**config.mk**
```make
export PLATFORM = sky130hd
export DESIGN_NAME = hcbp_rsp_fifo_flat
export DESIGN_NICKNAME = d
export VERILOG_FILES = /design/src/hdl/hcbp_pkg.sv /design/src/hdl/hcbp_rsp_if.sv /design/src/hdl/hcbp_rsp_fifo.sv /design/src/flat_wrapper.sv
export SDC_FILE = /design/constraint.sdc
export NUM_CORES = 1
export LEC_CHECK = 0
export BUFFER_PORTS_ARGS = -buffer_cell sky130_fd_sc_hd__clkbuf_2
export CAP_MARGIN = 20
export CORE_MARGIN = 4
export CORE_UTILIZATION = 46
export DETAILED_ROUTE_END_ITERATION = 16
export PLACE_DENSITY = 0.66
export SLEW_MARGIN = 20
export SYNTH_ARGS = -nofsm -noshare
export SYNTH_HDL_FRONTEND = slang
export SYNTH_SLANG_ARGS = --single-unit
```
**constraint.sdc**
```tcl
create_clock -name clock -period 9.7 [get_ports clock]
set_input_delay 1.94 -clock clock [delete_from_list [all_inputs] [get_ports clock]]
set_output_delay 1.94 -clock clock [all_outputs]
set_load 0.01 [all_outputs]
```
**src/hdl/hcbp_pkg.sv**
```systemverilog
`timescale 1ns / 1ps
`default_nettype none
// ----------------------------------------------------------------------------
// Huffman code bit packer package
// Shared types and constants for the packer, its result queue and its
// channel interfaces.
// ----------------------------------------------------------------------------
package hcbp_pkg;

   // Request function codes.
   typedef enum logic [1:0] {
      FUNC_LOAD   = 2'd0,
      FUNC_ENCODE = 2'd1,
      FUNC_FLUSH  = 2'd2
   } func_type;

   // Fixed field widths of the channels.
   localparam int FUNC_W    = 2;
   localparam int SYMBOL_W  = 8;
   localparam int CVALUE_W  = 16;
   localparam int CLEN_W    = 5;
   localparam int BYTE_W    = 8;
   localparam int TOTAL_W   = 32;

   // Width of the pending bit count and of a combined bit count.
   localparam int PEND_W    = 3;
   localparam int NBITS_W   = 5;

   // Result queue sizing.
   localparam int RSP_DEPTH = 8;
   localparam int RSP_PTR_W = 3;
   localparam int RSP_FILL_W = 4;

   // One result item.
   typedef struct packed {
      logic [BYTE_W-1:0]  packed_byte;
      logic               byte_valid;
      logic               last;
      logic [TOTAL_W-1:0] total_bits;
   } rsp_type;

   // Results produced by one request, earliest first.
   typedef struct packed {
      logic [1:0] count;
      rsp_type    first;
      rsp_type    second;
   } push_type;

endpackage
`default_nettype wire

```
**src/hdl/hcbp_rsp_if.sv**
```systemverilog
`timescale 1ns / 1ps
`default_nettype none
// ----------------------------------------------------------------------------
// Result channel interface
// Valid/ready channel carrying one packed byte result.
// ----------------------------------------------------------------------------
interface hcbp_rsp_if;
   logic                         valid;
   logic                         ready;
   logic [hcbp_pkg::BYTE_W-1:0]  packed_byte;
   logic                         byte_valid;
   logic                         last;
   logic [hcbp_pkg::TOTAL_W-1:0] total_bits;

   modport source (output valid, packed_byte, byte_valid, last, total_bits, input ready);
   modport sink   (input valid, packed_byte, byte_valid, last, total_bits, output ready);
endinterface
`default_nettype wire

```
**src/hdl/hcbp_rsp_fifo.sv**
```systemverilog
`timescale 1ns / 1ps
`default_nettype none
// ----------------------------------------------------------------------------
// Result queue
// Small queue that takes up to two results per cycle and presents one per
// cycle on the result channel while that channel is ready.
// ----------------------------------------------------------------------------
module hcbp_rsp_fifo (
   input  wire logic                            clock,
   input  wire logic                            reset,
   input  wire hcbp_pkg::push_type              push,
   output logic [hcbp_pkg::RSP_FILL_W-1:0]      fill,
   hcbp_rsp_if.source                           rsp_chan
);

   hcbp_pkg::rsp_type                       entry_ff [hcbp_pkg::RSP_DEPTH];
   logic [hcbp_pkg::RSP_PTR_W-1:0]          wr_ptr_ff, wr_ptr_in;
   logic [hcbp_pkg::RSP_PTR_W-1:0]          rd_ptr_ff, rd_ptr_in;
   logic [hcbp_pkg::RSP_FILL_W-1:0]         fill_ff, fill_in;
   logic [hcbp_pkg::RSP_PTR_W-1:0]          wr_ptr_next;
   logic                                    pop;

   // Head of the queue drives the result channel.
   assign rsp_chan.valid       = (fill_ff != '0);
   assign rsp_chan.packed_byte = entry_ff[rd_ptr_ff].packed_byte;
   assign rsp_chan.byte_valid  = entry_ff[rd_ptr_ff].byte_valid;
   assign rsp_chan.last        = entry_ff[rd_ptr_ff].last;
   assign rsp_chan.total_bits  = entry_ff[rd_ptr_ff].total_bits;
   assign pop                  = rsp_chan.valid && rsp_chan.ready;
   assign fill                 = fill_ff;
   assign wr_ptr_next          = wr_ptr_ff + hcbp_pkg::RSP_PTR_W'(1);

   // Pointer and fill level updates.
   always_comb begin
      wr_ptr_in = wr_ptr_ff + hcbp_pkg::RSP_PTR_W'(push.count);
      rd_ptr_in = pop ? rd_ptr_ff + hcbp_pkg::RSP_PTR_W'(1) : rd_ptr_ff;
      fill_in   = fill_ff + hcbp_pkg::RSP_FILL_W'(push.count)
                  - hcbp_pkg::RSP_FILL_W'(pop);
   end

   always_ff @(posedge clock) begin
      if (reset) begin
         wr_ptr_ff <= '0;
         rd_ptr_ff <= '0;
         fill_ff   <= '0;
      end else begin
         wr_ptr_ff <= wr_ptr_in;
         rd_ptr_ff <= rd_ptr_in;
         fill_ff   <= fill_in;
      end
   end

   // Entry storage; the second result goes into the slot after the first.
   always_ff @(posedge clock) begin
      if (push.count != 2'd0) begin
         entry_ff[wr_ptr_ff] <= push.first;
      end
      if (push.count == 2'd2) begin
         entry_ff[wr_ptr_next] <= push.second;
      end
   end

   // The queue never holds more than its depth.
   a_no_overflow: assert property (@(posedge clock) disable iff (reset)
      fill_ff <= hcbp_pkg::RSP_FILL_W'(hcbp_pkg::RSP_DEPTH))
      else $error("result queue overflow");

   // A result pushed into an empty queue is offered in the next cycle.
   a_empty_push: assert property (@(posedge clock) disable iff (reset)
      (fill_ff == '0 && push.count != 2'd0) |=> rsp_chan.valid)
      else $error("pushed result not offered");

   // Taking the only entry with nothing pushed empties the queue.
   a_drain: assert property (@(posedge clock) disable iff (reset)
      (pop && fill_ff == hcbp_pkg::RSP_FILL_W'(1) && push.count == 2'd0)
      |=> !rsp_chan.valid)
      else $error("queue not empty after last pop");

endmodule
`default_nettype wire

```
**src/flat_wrapper.sv**
```systemverilog
// flat-port wrapper written by rule: the top's interface ports become plain ports
module hcbp_rsp_fifo_flat 
  (clock, reset, push, fill, rsp_chan_valid, rsp_chan_packed_byte, rsp_chan_byte_valid, rsp_chan_last, rsp_chan_total_bits, rsp_chan_ready);
  hcbp_rsp_if rsp_chan_i ();
  input  wire logic clock;
  input  wire logic reset;
  input  wire hcbp_pkg::push_type push;
  output logic [hcbp_pkg::RSP_FILL_W-1:0] fill;
  output wire logic [$bits(rsp_chan_i.valid)-1:0] rsp_chan_valid;
  output wire logic [$bits(rsp_chan_i.packed_byte)-1:0] rsp_chan_packed_byte;
  output wire logic [$bits(rsp_chan_i.byte_valid)-1:0] rsp_chan_byte_valid;
  output wire logic [$bits(rsp_chan_i.last)-1:0] rsp_chan_last;
  output wire logic [$bits(rsp_chan_i.total_bits)-1:0] rsp_chan_total_bits;
  input wire logic [$bits(rsp_chan_i.ready)-1:0] rsp_chan_ready;
  assign rsp_chan_valid = rsp_chan_i.valid;
  assign rsp_chan_packed_byte = rsp_chan_i.packed_byte;
  assign rsp_chan_byte_valid = rsp_chan_i.byte_valid;
  assign rsp_chan_last = rsp_chan_i.last;
  assign rsp_chan_total_bits = rsp_chan_i.total_bits;
  assign rsp_chan_i.ready = rsp_chan_ready;
  hcbp_rsp_fifo u_core (.clock(clock), .reset(reset), .push(push), .fill(fill), .rsp_chan(rsp_chan_i));
endmodule
```
==> results.md <==
- Mean number of vias per cell: between 5 and 6
- Worst Path Arrival: roughly 3400 ps
- Critical path required time: between 7000 and 8000 ps
- Register-to-Register Path Depth: 5
- Synth top area share: 57.5%
- Share of the clock period used by the worst path after layout: between 50% and 60%
- Antenna violations before repair: 4
- Standard-cell row count: 71
- Max-Slew Margin vs Limit: 30.9%
- Largest family of logic cells by synthesized area: multiplexers
- Total Nets Final: between 1000 and 1500
- Number of buffers inserted by hold repair at cts: 0
- Element type at the critical path start: flop
- Part of the Yosys area used for sequential elements: roughly three fifths
- Adder and majority cell fraction of the synthesized area: 0.799%
- Fraction of synthesized cell area in xor and xnor cells: 0.350%
- Fin Clk Skew: 14.7 ps
- Area leader, netlist: edfxtp_1
- Fill cell instance count of the final layout: 3093
- Depth of the worst hold-timing path: 2
- Synth-to-Final Area Change: 13.7%
- Largest net degree at the start of global routing: 59
- Post-synthesis async set-or-reset flop share: 0%
- Worst-path maximum fanout: 43
- Total negative setup slack: 0 ps
- Final slew viol count: 0
- Power density over the cells: 205 nW/µm²
- Maximum frequency from static timing analysis: ~190 MHz
- Number of global-route vias before repair: 9961
- Post-synth net total: 1046
- Iter 0 DRT Violations: between 600 and 700
- Fraction of final layout cells sized beyond drive strength 1: between 60 and 70%
- Top metal layer carrying routed signals: met5
- Placed standard-cell area: about 19000 µm²
- Setup violations, final: 0
- H-tree depth reported by CTS: 2
- Count of port buffers added during placement: approximately 140
- Max-capacitance violation count: 0
- Number of optimization iterations in the first detailed-route pass: 5
- Total of cells resized after clock tree synthesis: 0
- Avg Inst Size Synth: 18.5 µm²
- Total area of multi-input combinational cells: 6890 µm²
- WL met3: ~2.1 mm
- Number of buffers between clock root and the deepest sink: 3
- Run status: complete, no violations
- Non-Filler Cell Area, Final: 19900 µm²
- Largest cells by area after synthesis: edfxtp_1 58%, mux2_2 23%, mux4_2 11%, dfxtp_1 1.5%, mux2_4 1.0%
- Area share of and/or/nand/nor cells after synthesis: 1.43%
- Count of flip-flops with a built-in enable after synthesis: roughly 340
- HP Class: reg -> reg
- Worst VDD drop: 0.000126 V
- Clk_lat worst skew: about 530 ps
- Die span in y: 203 µm
- Cell area after technology mapping: 17500 µm²
- Die width: 203 µm
- Gpl congestion: approximately 0.73
- Flip-flop and latch count after synthesis: 349
- Number of inserted diodes: 0
- Overall global routing resource usage: 20.3%
- RSZ-0062 raised after global routing: no
- Routed WL per cell: 25.7 µm
- Final Hold Viols: 0
- Mux share of post-synthesis cell area: 35.4%
- Met2 wire length: ~20 mm
- Most frequently used cell type in the post-synthesis netlist: mux2_2
- Core footprint: 37700 µm²
- Share of the synthesized area in compound gates (AO/OA/AOI/OAI): 0.713%
- Via Count: 9343
- Buffers inserted during post-CTS setup optimization: 0
- Half-perimeter wire length after placement: 22.9 mm
- Count of clock tree sinks: about 350
- Leading register cell type out of synthesis: edfxtp_1
- DRC violations left: 0
- Root Buffer: clkbuf_16
- Classification of the worst setup path: reg -> out
- Leftover overflow at the end of global routing: 0
- CTS tree: yes
- Cell variety after synth: 42
- Number of I/O pins: 136
- Number of clock buffers inserted by TritonCTS: 39
- Yosys synthesis warning count: 0
- Synth Instances: 947
- End-of-flow core utilization: 52.9%
- Period minus WS final: 5340 ps
- First-pass GRT wire length: 63.6 mm
- Static Leakage: just under 0.007 µW
- Clock slew at the register clock pins of the worst setup and hold paths: about 60 ps
- Routed Antenna Nets: 0
- Initial core utilization: between 40 and 50%
- Pin slew with the least headroom to its limit: 1030 ps
- Die area: 41300 µm²
- Wire length the detailed router placed on met1: 18.7 mm
- Register cell area after layout: 10400 µm²
- Routed Wire Length: 41.8 mm
- Leading post-synthesis cells by instance count: 356 x mux2_2, 336 x edfxtp_1, 84 x mux4_2
- Endpoint kind of the worst setup timing path: primary output
-- layout make-up --
class	instances	area share (%)
clock inverter	16	0.590
clock buffer	55	5.41
multi-input combinational	531	34.6
inverter	9	0.169
tap	511	3.21
sequential	349	52.0
timing repair buffer	154	4.10
-- flip-flops by register name, indices dropped and copies added, names as in the netlist, named ones only --
register,count
u_core.fill,4
u_core.rd_ptr_ff,3
u_core.wr_ptr_ff,3
u_core.entry_ff,336
-- final timing paths --
check | startpoint | endpoint | slack [ps]
setup / recovery | flop | rsp_chan_packed_byte[6] | 4360
hold / removal | u_core.rd_ptr_ff[1]$_SDFFE_PP0P_ | u_core.rd_ptr_ff[1]$_SDFFE_PP0P_ | 510
setup reg to reg | u_core.wr_ptr_ff[1]$_SDFF_PP0_ | u_core.entry_ff[7][17]$_DFFE_PP_ | 6140
hold reg to reg | u_core.rd_ptr_ff[1]$_SDFFE_PP0P_ | u_core.rd_ptr_ff[1]$_SDFFE_PP0P_ | 510
-- worst max-delay path, cell delays in order, from the launching register on --
cell      delay (ps)
dfxtp_4          980
buf_4            820
mux4_2           590
mux2_2           330
clkbuf_2         140
-- where the power goes --
group / internal [µW] / leakage, µW / switching [µW]
Sequential: 1820 / 0.00319 / 70.6
Clock: 826 / 0.000581 / 576
Combinational: 392 / 0.00295 / 410
-- routing by layer --
metal  up-vias  GRT usage (%)
met4         8           3.64
li1       4161              -
met5         -              0
met1      4922           28.9
met2       203           33.4
met3        49           3.82
-- cells in the final DEF, fill, tap and decap left out, types with 2 or more instances in the layout --
cell type	count
mux2_1	10
buf_4	19
nor2b_1	3
fa_1	2
ha_1	8
mux2_2	356
nand2b_1	5
o22ai_4	2
o31ai_4	2
nand2_2	2
nand2_1	3
o21ai_4	4
clkbuf_2	135
nor2_1	6
bufinv_16	2
clkbuf_1	14
nor2_4	2
inv_1	9
mux4_2	84
nand2_4	2
o21ai_0	5
a21oi_1	2
mux2_4	12
edfxtp_1	336
a31o_2	3
clkbuf_16	41
clkinv_1	10
nand4b_1	2
dfxtp_1	10
clkinv_2	4
nand3_1	2
dfxtp_4	2
-- through the flow --
step / cells / total power [µW] / setup WS (ps) / hold slack (ps)
3_5_place_dp: 1554 / 2730 / 4780 / 498
5_1_grt: 1625 / 4270 / 4050 / 549
4_1_cts: 1625 / 4140 / 4220 / 510
6_report: 1625 / 4090 / 4360 / 508
2_1_floorplan: 947 / 2450 / 3950 / 470
3_3_place_gp: 1554 / 2720 / 4800 / 486
-- cells by family after synthesis --
logic type / after synthesis
AO/OA/AOI/OAI: 20
AND/OR/NAND/NOR: 34
buffers and inverters: 67
adder cells (fa/ha/maj): 10
multiplexers: 463
XOR/XNOR: 4
flip-flops: 349
Note: power is estimated with default switching activity, not from simulation.
